`src/rtl/ppe_pkg.sv`:
```
// ----------------------------------------------------------------------------
// ppe_pkg
// Shared types and constants of the packed palette expander.
// ----------------------------------------------------------------------------
package ppe_pkg;

  localparam int BYTE_W      = 8;
  localparam int CODE_W      = 2;
  localparam int MODE_W      = 2;
  localparam int COUNT_W     = 4;
  localparam int CFG_IDX_W   = 2;
  localparam int CFG_DATA_W  = 8;
  localparam int ENTRY_W     = 32;

  localparam logic OP_PAL_WR = 1'b0;
  localparam logic OP_UNPACK = 1'b1;

  localparam logic [CFG_IDX_W-1:0] CFG_BITS = 2'd0;
  localparam logic [CFG_IDX_W-1:0] CFG_MODE = 2'd1;

  localparam logic [CODE_W-1:0] BITS_1 = 2'd0;
  localparam logic [CODE_W-1:0] BITS_2 = 2'd1;
  localparam logic [CODE_W-1:0] BITS_4 = 2'd2;
  localparam logic [CODE_W-1:0] BITS_8 = 2'd3;

  localparam logic [MODE_W-1:0] MODE_INDEX = 2'd0;
  localparam logic [MODE_W-1:0] MODE_RGB   = 2'd1;
  localparam logic [MODE_W-1:0] MODE_RGBA  = 2'd2;

  typedef struct packed {
    logic pal_wr;
    logic load;
    logic fetch;
    logic advance;
  } ppe_cmd_t;

  typedef struct packed {
    logic is_unpack;
    logic has_pixels;
    logic last;
  } ppe_sts_t;

endpackage

```
`src/rtl/ppe_ctrl.sv`:
```
// ----------------------------------------------------------------------------
// ppe_ctrl
// Controller of the packed palette expander: sequences the palette read and
// the result beat of each pixel taken from a source byte.
// ----------------------------------------------------------------------------
module ppe_ctrl (
  input  logic              clk,
  input  logic              rst_n,
  input  logic              in_valid,
  output logic              in_ready,
  output logic              out_valid,
  input  logic              out_ready,
  input  ppe_pkg::ppe_sts_t sts,
  output ppe_pkg::ppe_cmd_t cmd
);
  import ppe_pkg::*;

  typedef enum logic [2:0] {
    S_IDLE  = 3'b001,
    S_FETCH = 3'b010,
    S_OUT   = 3'b100
  } ppe_state_t;

  ppe_state_t state_r, state_nxt;
  logic       in_acc;
  logic       out_acc;

  assign in_ready  = (state_r == S_IDLE);
  assign out_valid = (state_r == S_OUT);
  assign in_acc    = in_valid && in_ready;
  assign out_acc   = out_valid && out_ready;

  assign cmd.pal_wr  = in_acc && !sts.is_unpack;
  assign cmd.load    = in_acc && sts.is_unpack && sts.has_pixels;
  assign cmd.fetch   = (state_r == S_FETCH);
  assign cmd.advance = out_acc;

  always_comb begin
    state_nxt = state_r;
    case (state_r)
      S_IDLE: begin
        if (cmd.load) begin
          state_nxt = S_FETCH;
        end
      end
      S_FETCH: begin
        state_nxt = S_OUT;
      end
      S_OUT: begin
        if (out_acc) begin
          state_nxt = sts.last ? S_IDLE : S_FETCH;
        end
      end
      default: begin
        state_nxt = S_IDLE;
      end
    endcase
  end

  always_ff @(posedge clk) begin
    if (!rst_n) begin
      state_r <= S_IDLE;
    end else begin
      state_r <= state_nxt;
    end
  end

endmodule

```
`config.mk`:
```
export PLATFORM = sky130hd
export DESIGN_NAME = ppe_ctrl
export DESIGN_NICKNAME = d
export VERILOG_FILES = /design/src/rtl/ppe_pkg.sv /design/src/rtl/ppe_ctrl.sv
export SDC_FILE = /design/constraint.sdc
export NUM_CORES = 1
export LEC_CHECK = 0
export BUFFER_PORTS_ARGS = -buffer_cell sky130_fd_sc_hd__buf_2
export CAP_MARGIN = 10
export CORE_AREA = 2 2 39 41
export DETAILED_ROUTE_END_ITERATION = 10
export DIE_AREA = 0 0 41 43
export PLACE_DENSITY = 0.34
export RECOVER_POWER = 25
export SLEW_MARGIN = 15
export SYNTH_ARGS = -nofsm -noshare
export SYNTH_HDL_FRONTEND = slang
export SYNTH_SLANG_ARGS = --single-unit
```
`constraint.sdc`:
```
create_clock -name clk -period 1.8 [get_ports clk]
set_input_delay 0.54 -clock clk [delete_from_list [all_inputs] [get_ports clk]]
set_output_delay 0.54 -clock clk [all_outputs]
set_load 0.005 [all_outputs]
```
# Word-level counts from Yosys, hierarchy flattened
# Index checks and enable logic that the tools add are counted.
dict set report classes {
  reduce_logical 7
  muxes 4
  n_eq_ne 5
}
# cell n
set op_table {}
lappend op_table {{one-hot mux 3 bit (3 select lines)} 1}
lappend op_table {{2-to-1 mux 3 bit} 2}
lappend op_table {{logical AND 1 bit} 5}
lappend op_table {{inequality test 2 x 1 -> 1 bit, second input constant} 2}
lappend op_table {{== test 3 x 1 -> 1 bit, second input constant} 1}
lappend op_table {{== test 3 x 2 -> 1 bit, second input constant} 1}
lappend op_table {{== test 3 bit, second input constant} 1}
lappend op_table {{2-to-1 mux 2 bit} 1}
lappend op_table {{AND reduction 2 bit} 1}
lappend op_table {{zero test 1 bit} 1}
dict set report totals {
  output_inout_bits 6
  input_bits 7
  elab_cells 17
  reg_bits 3
}

# Depth between registers and ports, before layout
# Gate-level depths: netlist of run 1.
dict set report logic_depth {
  word_depth 6
  depth_mapped 4
  mapped_depth_nobuf 3
}

# Worst setup path before layout of run 1
# No wires, ideal clock.
dict set report synth_timing {
  path_type {register to output}
  from {reg state_r[2]}
  to {out cmd[0] (netlist bit)}
  arrival_time_ns 1.044
  required_time_ns 1.260
  slack_ns 0.216
  stages_incl_launch_ff 5
  n_path_buf 1
  cell_sequence {dfxtp_1 -> or3b_1 -> inv_1 -> and2_1 -> buf_4}
}
dict set report synth_via {
  elab_chain_cells 2
}
# item line_no
set synth_lines {}
lappend synth_lines {{from (decl)} ppe_ctrl.sv:24} ;# ppe_state_t state_r, state_nxt;
lappend synth_lines {{from (signal assigned)} ppe_ctrl.sv:64} ;# state_r <= state_nxt;
lappend synth_lines {{== test 3 bit} ppe_ctrl.sv:29} ;# assign out_valid = (state_r == S_OUT);
lappend synth_lines {{via out_valid} ppe_ctrl.sv:11} ;# output logic out_valid,
lappend synth_lines {{logical AND 1 bit} ppe_ctrl.sv:31} ;# assign out_acc = out_valid && out_ready;
lappend synth_lines {{to (decl)} ppe_ctrl.sv:14} ;# output ppe_pkg::ppe_cmd_t cmd
# The timed path passes the listed nets, and every way through them passes these cells.

==> metrics.md, run 1 <==
| Metric | Value |
|---|---|
| Status | finished clean |
| Avg WL per Cell | 8.63 um |
| Non-Filler Instances | 51 |
| DRC violations left | 0 |
| Worst-Margin Slew | 349 ps |
| Number of global-route vias before repair | 171 |
| Clock buffer count from CTS | 3 |
| WP data arrival | 1230 ps |
| Syn Area/Cell | 8.96 um2 |
| Starting density of the core | 0.123 |
| Global-route usage over all layers | 0.0582 |
| Post-synth ARST share | 0 |
| Synth top area cells | dfxtp_1 35%, and3b_1 10%, nor3b_1 8.8% |
| Top_reg_cell synth | dfxtp_1 |
| Leakage | 0.000150 uW |
| Clock share of power | 0.570 |
| Mapped Cells | 19 |
| Clock Latency Late Sink | 230 ps |
| Req. time, crit path | 1260 ps |
| Sw frac | 0.210 |
| Fraction of layout cells with a size suffix above 1 | 0.657 |
| Gp weighted congestion | 0.591 |
| Total Die Area | 1760 um2 |
| CP max FO | 5 |
| Critical Path Source Type | register |
| Layout area overhead | 74.3% |
| # diodes | 0 |
| Sequential area share after synthesis | 0.353 |
| FF+latch count, synth | 3 |
| IO Count | 13 |
| Internal Power | 162 uW |
| Clock sinks | 3 |
| Setup TNS | 0 ps |
| Synthesized netlist net count | 26 |
| RSZ-0062 raised after global routing | true |
| Post-synth EDFFs | 0 |
| Synth top cells by count | 3 x dfxtp_1, 2 x and3b_1, 2 x nor3b_1 |
| Warnings from Yosys | 0 |
| Final Hold Viols | 0 |
| Setup ws final | 29.1 ps |
| Core ar. | 1380 um2 |
| Slew headroom | 0.767 |
| Final Skew | 0.0181 ps |
| Nets | 43 |
| Dominant cell type by area after synthesis | dfxtp_1 |
| Netlist Area Pre-Place | 170 um2 |
| Via/cell ratio | 4.04 |
| Initial antenna violation count | 0 |
| Overall power | 205 uW |
| GR Overflow Total | 0 |
| Count of standard-cell rows | 14 |
| Hold buffer count at CTS | 0 |
| Pwr dens | 693 nW/um2 |
| CP Class | reg -> out |
| TritonCTS clock tree | built |
| P_sw | 43.1 uW |
| Fmax | 565 MHz |
| Clk buf depth | 2 |
| WL final | 440 um |
| Comb power frac | 0.089 |
| Crit path time final | 1770 ps |
| Pin count of the biggest net entering global routing | 6 |
| Initial DRC count | 1 |
| Netlist cell types | 15 |
| Final setup vio count | 0 |
| Worst Setup SP | state_r[0] |
| Peak VDD IR | 181 uV |
| Die H | 43 um |
| Pre-CTS setup slack | 145 ps |
| Drt first pass iters | 2 |
| Max-Cap Viols | 0 |
| Routed vias | 206 |
| Min-Delay Path Class | in -> reg |
| Max H-tree Level | 1 |
| Setup crit end kind | primary output |
| First-pass GRT wire length | 634 um |
| Flip-flop count of the largest register after layout | 3 |
| Hold Startpoint | rst_n |
| Die X | 41 um |
| Max-slew violations | 0 |
| PortBufs | 12 |
| Top reg by flops | state_r |
| Crit share post-route | 0.984 |
| DP HPWL | 345 um |
| CTS Root Buffer Type | clkbuf_4 |
| RR Startpoint | state_r[0] |
| Top-area cell type share of the netlist area | 0.353 |
| Count leader, synth | dfxtp_1 |
| Sequential fraction of design power | 0.340 |
| Post-route ant nets | 0 |
| Clk slew on worst S/H paths | 40 ps |
| Top flop regs | state_r: 3 flops |
| DP Cell Count | 46 |
## worst paths after layout
kind | end | slack [ps] | cells after the start
setup / recovery | cmd[0] | 30 | 4
hold / removal | state_r[0] | 510 | 2
hold reg to reg | state_r[1] | 570 | 1
setup reg to reg | state_r[0] | 710 | 3
## placed cells by master, fill, tap and decap left out, drive strengths merged, types with 2 or more instances in the layout
cell,count
dfxtp,3
nor3b,2
and3b,2
buf,13
clkbuf,4
## power groups by stage
stage / logic (uW) / clock network [uW] / registers [uW]
2_1_floorplan: 6.09 / 0 / 70.2
3_3_place_gp: 17.8 / 0 / 70.5
3_5_place_dp: 18.2 / 0 / 70.5
4_1_cts: 18.5 / 126 / 69.6
5_1_grt: 20.9 / 129 / 70.0
6_report: 18.3 / 117 / 69.9
## final cells by class
| cell class | count | area [um2] |
|---|---|---|
| timing repair buffer | 13 | 73.8 |
| clock buffer | 4 | 26.3 |
| fill | 153 | 1090 |
| sequential | 3 | 63.8 |
| inverter | 1 | 3.75 |
| multi-input combinational | 14 | 109 |
| tap | 16 | 20.0 |
## per-layer routing
layer  track usage  vias to the layer above  routed length [um]
met2        0.0688                        7                 215
met4        0.0800                        0                   0
li1              -                      103                   -
met5             0                        -                   0
met1        0.0673                       96                 185
met3        0.0157                        0                  38
## through the flow
step / area [um2] / hold WS, ps / utilization
floorplan: 170 / 528 / -
global placement: 243 / 564 / 0.175
detailed placement: 243 / 561 / 0.175
CTS: 282 / 501 / 0.203
global route: 297 / 506 / 0.214
finish: 297 / 507 / 0.214
## cell families (layout without fill, tap and decap cells)
logic type / count (synthesis) / in the layout / synth area share
compound gates: 4 / 4 / 0.147
buf+inv: 2 / 18 / 0.0662
flops: 3 / 3 / 0.353
simple gates: 10 / 10 / 0.434
## worst max-delay path: stages (launching register included)
cell and delay [ps]:
dfxtp_2 330, or3b_4 410, inv_2 60, and2_4 130
buf_6 80
## timing repair
item / in CTS / in global routing
endpoints found under the setup margin: 1 / 2
hold endpoints to repair: 0 / 0
pin swaps: 0 / 2
resized for setup: 3 / 5
setup buffers: 1 / 0
No activity file was read; power rests on OpenSTA's default activity.
==> run 2: changes to the inputs <==
Settings changed: ABC_AREA set to 1, GPL_TIMING_DRIVEN set to 0, PLACE_DENSITY 0.34 to 0.35.
==> metrics.md, run 2 <==
| Metric | Value |
|---|---|
| RSZ-0062 raised after global routing | false |
| CP max FO | 5 (unchanged) |
| Drt first pass iters | 4 (+2) |
| Mapped Cells | 31 (+12) |
| Total setup buffers inserted after CTS | 0 (-1) |
| DP Cell Count | 59 (+28%) |
| # diodes | 0 (unchanged) |
| Top_reg_cell synth | dfxtp_1 |
| Pin count of the biggest net entering global routing | 6 (unchanged) |
| First-pass GRT wire length | 855 um (+35%) |
| CTS Root Buffer Type | clkbuf_4 |
| Req. time, crit path | 1260 ps (about the same) |
| Netlist cell types | 10 (-5) |
| Status | finished clean |
| WL final | 453 um (+3.0%) |
| GR Overflow Total | 0 (unchanged) |
| Max-slew violations | 0 (unchanged) |
| Flip-flop count of the largest register after layout | 3 (unchanged) |
| Gp weighted congestion | 0.637 (+7.7%) |
| Pwr dens | 1140 nW/um2 (+64%) |
| Most frequent cells in the layout | 12 x buf_2, 9 x nand2_1, 4 x inv_1, 4 x nor2_1, 4 x nand3_1 |
| Clock Latency Late Sink | 230 ps (about the same) |
| Global-route usage over all layers | 0.0712 (+0.0130) |
| Crit path time final | 1630 ps (-142 ps) |
| Non-Filler Instances | 63 (+24%) |
| Fill count | 165 (+7.8%) |
| Most common cell after layout, fill and taps aside | buf_2 |
| Count of standard-cell rows | 14 (unchanged) |
| Starting density of the core | 0.137 (+0.0145) |
| Warnings from Yosys | 0 (unchanged) |
| PortBufs | 12 (unchanged) |
| Layout area overhead | 58.6% |
| WP data arrival | 1090 ps (-140 ps) |
| Crit share post-route | 0.905 (-0.0787) |
| Clk slew on worst S/H paths | 40 ps (about the same) |
| Nets | 55 (+28%) |
| Clock sinks | 3 (unchanged) |
| Synthesized netlist net count | 38 (+46%) |
| Top-area cell type share of the netlist area | 0.316 (-0.0372) |
| CP Class | reg -> out |
| Clock buffer count from CTS | 3 (unchanged) |
| Setup TNS | 0 ps (unchanged) |
| Initial DRC count | 6 (+5) |
| FF+latch count, synth | 3 (unchanged) |
| IO Count | 13 (unchanged) |
| Post-synth ARST share | 0 (unchanged) |
| Fin area | 302 um2 (+1.7%) |
| Number of global-route vias before repair | 244 (+43%) |
| Via/cell ratio | 3.44 (-15%) |
| Post-route ant nets | 0 (unchanged) |
| Initial antenna violation count | 0 (unchanged) |
| Total Die Area | 1760 um2 (unchanged) |
| Worst-Margin Slew | 208 ps (-141 ps) |
| Max-Cap Viols | 0 (unchanged) |
| Routed vias | 217 (+5.3%) |
| Clk buf depth | 2 (unchanged) |
| Count leader, synth | nand2_1 |
| Fraction of layout cells with a size suffix above 1 | 0.468 (-0.189) |
| Max H-tree Level | 1 (unchanged) |
| DP HPWL | 380 um (+10%) |
| Die H | 43 um (unchanged) |
| Fin util | 0.218 (+0.00362) |
| Critical Path Source Type | register |
| Netlist Area Pre-Place | 190 um2 (+12%) |
| Final setup vio count | 0 (unchanged) |
| Leakage | 0.000178 uW (+19%) |
| TritonCTS clock tree | built |
| Slew headroom | 0.861 (+0.0943) |
| Final Skew | 1.16 ps (+1.14 ps) |
| Avg WL per Cell | 7.19 um (-17%) |
| Synth top area cells | dfxtp_1 32%, nand2_1 18%, nor2_1 12% |
| Die X | 41 um (unchanged) |
| Peak VDD IR | 354 uV (+95%) |
| Setup crit end kind | primary output |
| Top reg by flops | state_r |
| Post-synth EDFFs | 0 (unchanged) |
| Synth top cells by count | 9 x nand2_1, 6 x nor2_1, 4 x inv_1, 4 x nand3_1, 3 x dfxtp_1 |
| DRC violations left | 0 (unchanged) |
| Overall power | 342 uW (+67%) |
| Min-Delay Path Class | in -> reg |
| Core ar. | 1380 um2 (unchanged) |
| Final Hold Viols | 0 (unchanged) |
| Dominant cell type by area after synthesis | dfxtp_1 |
| Syn Area/Cell | 6.13 um2 (-31%) |
| Hold buffer count at CTS | 0 (unchanged) |
| Top flop regs | state_r: 3 flops |
| Fmax | 614 MHz (+8.7%) |
| Sequential area share after synthesis | 0.316 (-0.0372) |
| Placed inst area | 270 um2 (+11%) |
[run 2: cell count changes in the layout (fill, tap and decap cells not counted), sizes merged, moves of 2 or more]
cell,delta
and3b,-2
inv,+4
nand2,+10
nand3,+4
nor2,+5
[run 2: logic make-up after synthesis]
group / share of synthesized area
DFF: 0.316
AOI/OAI and AO/OA: 0.0461
buffers and inverters: 0.138
and+or+nand+nor: 0.500
[run 2: critical path, stage by stage (launching register included)]
cell and delay (ps):
dfxtp_1 350, nor2_2 130, nand2_2 60, inv_2 70, nand2_1 60, nor2_1 80
buf_2 110
[run 2: power breakdown]
group	switching, uW	internal, uW	total (uW)
registers	19.3	83.0	102
logic	67.5	56.1	124
clock network	33.6	83.0	117
[run 2: final cells by class]
type | instances | area [um2] | area share
buffer | 1 | 7.51 | 0.0249
inverter | 5 | 18.8 | 0.0622
clock buffer | 4 | 26.3 | 0.0871
multi-input combinational | 22 | 109 | 0.361
tap | 16 | 20.0 | 0.0664
timing repair buffer | 12 | 60.1 | 0.199
sequential | 3 | 60.1 | 0.199
[run 2: layer usage]
layer	up-vias	global-route usage	wire length, um
met2	5	0.106	214
li1	126	-	-
met3	0	0.0471	28
met4	0	0.0200	0
met5	-	0	0
met1	86	0.0801	210
[run 2: through the flow]
step | hold slack, ps | setup slack [ps]
after floorplan | 577 | 490
after global placement | 613 | 258
after detailed placement | 625 | 259
after CTS | 561 | 144
after global routing | 575 | 18.7
final | 570 | 171
[run 2: path summary, 6_finish.rpt]
path                            startpoint         end  cells past startpoint  slack (ps)
worst max register to register  state_r[0]  state_r[0]                      6         860
worst min-delay path                 rst_n  state_r[2]                      3         570
worst min register to register  state_r[0]  state_r[0]                      4         630
worst max-delay path            state_r[2]      cmd[2]                      6         170
[run 2: timing repair]
| item | 4_1_cts | 5_1_grt |
|---|---|---|
| endpoints found under the setup margin | 0 | 2 |
| hold endpoints to repair | 0 | 0 |
| resized for setup | 0 | 2 |
==> run 3: changes to the inputs <==
Settings changed: PLACE_DENSITY 0.35 to not set, PLACE_DENSITY_LB_ADDON set to 0.15, RECOVER_POWER 25 to not set, TNS_END_PERCENT set to 10.
==> metrics.md, run 3 (synthesized netlist as in run 2, its figures left out) <==
| Metric | Value |
|---|---|
| Clk slew on worst S/H paths | 40 ps (about the same) |
| Post-route ant nets | 0 (unchanged) |
| CTS Root Buffer Type | clkbuf_4 |
| Starting density of the core | 0.137 (unchanged) |
| Top flop regs | state_r: 3 flops |
| Setup ws final | 165 ps (-6.03 ps) |
| Final Skew | 1.49 ps (+0.329 ps) |
| Final Hold Viols | 0 (unchanged) |
| Reg2Reg Setup Slack | 840 ps (-20 ps) |
| Global-route usage over all layers | 0.0652 (-0.00602) |
| Total Die Area | 1760 um2 (unchanged) |
| Core ar. | 1380 um2 (unchanged) |
| Clock sinks | 3 (unchanged) |
| CP Class | reg -> out |
| IO Count | 13 (unchanged) |
| Max-slew violations | 0 (unchanged) |
| Max-Cap Viols | 0 (unchanged) |
| Fraction of layout cells with a size suffix above 1 | 0.426 (-0.0426) |
| Worst Setup SP | state_r[2] |
| Crit path time final | 1640 ps (+6.03 ps) |
| Clock buffer count from CTS | 3 (unchanged) |
| RR Startpoint | state_r[0] |
| Die X | 41 um (unchanged) |
| RSZ-0062 raised after global routing | false |
| Initial DRC count | 0 (-6) |
| DP HPWL | 361 um (-5.1%) |
| Non-Filler Instances | 63 (unchanged) |
| Post-CTS sizing | 0 (unchanged) |
| Clock Latency Late Sink | 230 ps (about the same) |
| Hold WS | 562 ps (-8.24 ps) |
| Gp weighted congestion | 0.600 (-5.7%) |
| Min-Delay Path Class | in -> reg |
| TritonCTS clock tree | built |
| Pwr dens | 1140 nW/um2 (+0.14%) |
| Die H | 43 um (unchanged) |
| Pre-CTS setup slack | 271 ps (+11.1 ps) |
| Hold buffer count at CTS | 0 (unchanged) |
| WP data arrival | 1100 ps (about the same) |
| PortBufs | 12 (unchanged) |
| Via/cell ratio | 3.67 (+6.5%) |
| Most common cell after layout, fill and taps aside | buf_2 |
| Fmax | 611 MHz (-0.37%) |
| Status | finished clean |
| Flip-flop count of the largest register after layout | 3 (unchanged) |
| DRC violations left | 0 (unchanged) |
| Drt first pass iters | 1 (-3) |
| Layout area overhead | 55.9% |
| Final setup vio count | 0 (unchanged) |
| Fill count | 164 (-0.61%) |
| GR Overflow Total | 0 (unchanged) |
| Setup crit end kind | primary output |
| Worst-Margin Slew | 178 ps (-30.8 ps) |
| Number of global-route vias before repair | 219 (-10%) |
| Count of standard-cell rows | 14 (unchanged) |
| # diodes | 0 (unchanged) |
| Pin count of the biggest net entering global routing | 6 (unchanged) |
| Routed vias | 231 (+6.5%) |
| Critical Path Source Type | register |
| Req. time, crit path | 1260 ps (about the same) |
| Worst r2r dst | state_r[0] |
| Peak VDD IR | 318 uV (-10%) |
| WL final | 416 um (-8.2%) |
| CP max FO | 5 (unchanged) |
| Initial antenna violation count | 0 (unchanged) |
| Avg WL per Cell | 6.60 um (-8.2%) |
| Slew headroom | 0.881 (+0.0205) |
| First-pass GRT wire length | 759 um (-11%) |
| Critical Path End | cmd[2] |
| Leakage | 0.000178 uW (-0.24%) |
| Nets | 55 (unchanged) |
| Crit share post-route | 0.909 (+0.00335) |
| Clk buf depth | 2 (unchanged) |
| DP Cell Count | 59 (unchanged) |
| Most frequent cells in the layout | 12 x buf_2, 9 x nand2_1, 6 x nor2_1 |
| Top reg by flops | state_r |
| Depth of the worst register-to-register path | 6 (unchanged) |
| Total setup buffers inserted after CTS | 0 (unchanged) |
| Max H-tree Level | 1 (unchanged) |
| Setup TNS | 0 ps (unchanged) |
==> run 3: cell count changes in the layout (fill, tap and decap cells not counted) <==
cell	before	now
nor2_2	2	0
nor2_1	4	6
==> run 3: worst min path at each step <==
| stage | start | to | slack [ps] | depth (start not counted) |
|---|---|---|---|---|
| detailed placement | state_r[0] | state_r[2] | 600 | 3 |
| CTS | rst_n | state_r[2] | 560 | 3 |
| finish | rst_n | state_r[2] | 560 | 3 |
| floorplan | state_r[0] | state_r[0] | 580 | 4 |
| global route | rst_n | state_r[2] | 610 | 3 |
| global placement | state_r[0] | state_r[2] | 620 | 3 |
==> run 3: critical path: stages (launching register included) <==
cell and delay [ps]:
dfxtp_1 340, nor2_1 140, nand2_2 70, inv_2 70
nand2_1 60, nor2_1 70, buf_2 110
==> run 3: routing by layer <==
layer	up-vias	wire length, um	GRT usage
met5	-	0	0
met4	0	17	0.0600
met1	96	131	0.0545
met3	2	40	0.00524
met2	9	227	0.119
li1	124	-	-
==> run 3: power by group <==
part	switching, uW	internal (uW)
Combinational	68.5	54.0
Sequential	14.4	83.0
Clock	34.2	83.0
Total	117	220
==> run 3: area by class of cell <==
type,instances,area (um2),area share
multi-input combinational,22,104,0.350
sequential,3,60.1,0.203
timing repair buffer,12,60.1,0.203
clock buffer,4,26.3,0.0886
tap,16,20.0,0.0675
inverter,5,18.8,0.0633
buffer,1,7.51,0.0253
==> run 3: stage by stage <==
stage,power (uW),instance area [um2],utilization
2_1_floorplan,182,190,-
3_3_place_gp,226,270,0.195
3_5_place_dp,223,270,0.195
4_1_cts,344,297,0.214
5_1_grt,371,297,0.214
6_report,337,297,0.214
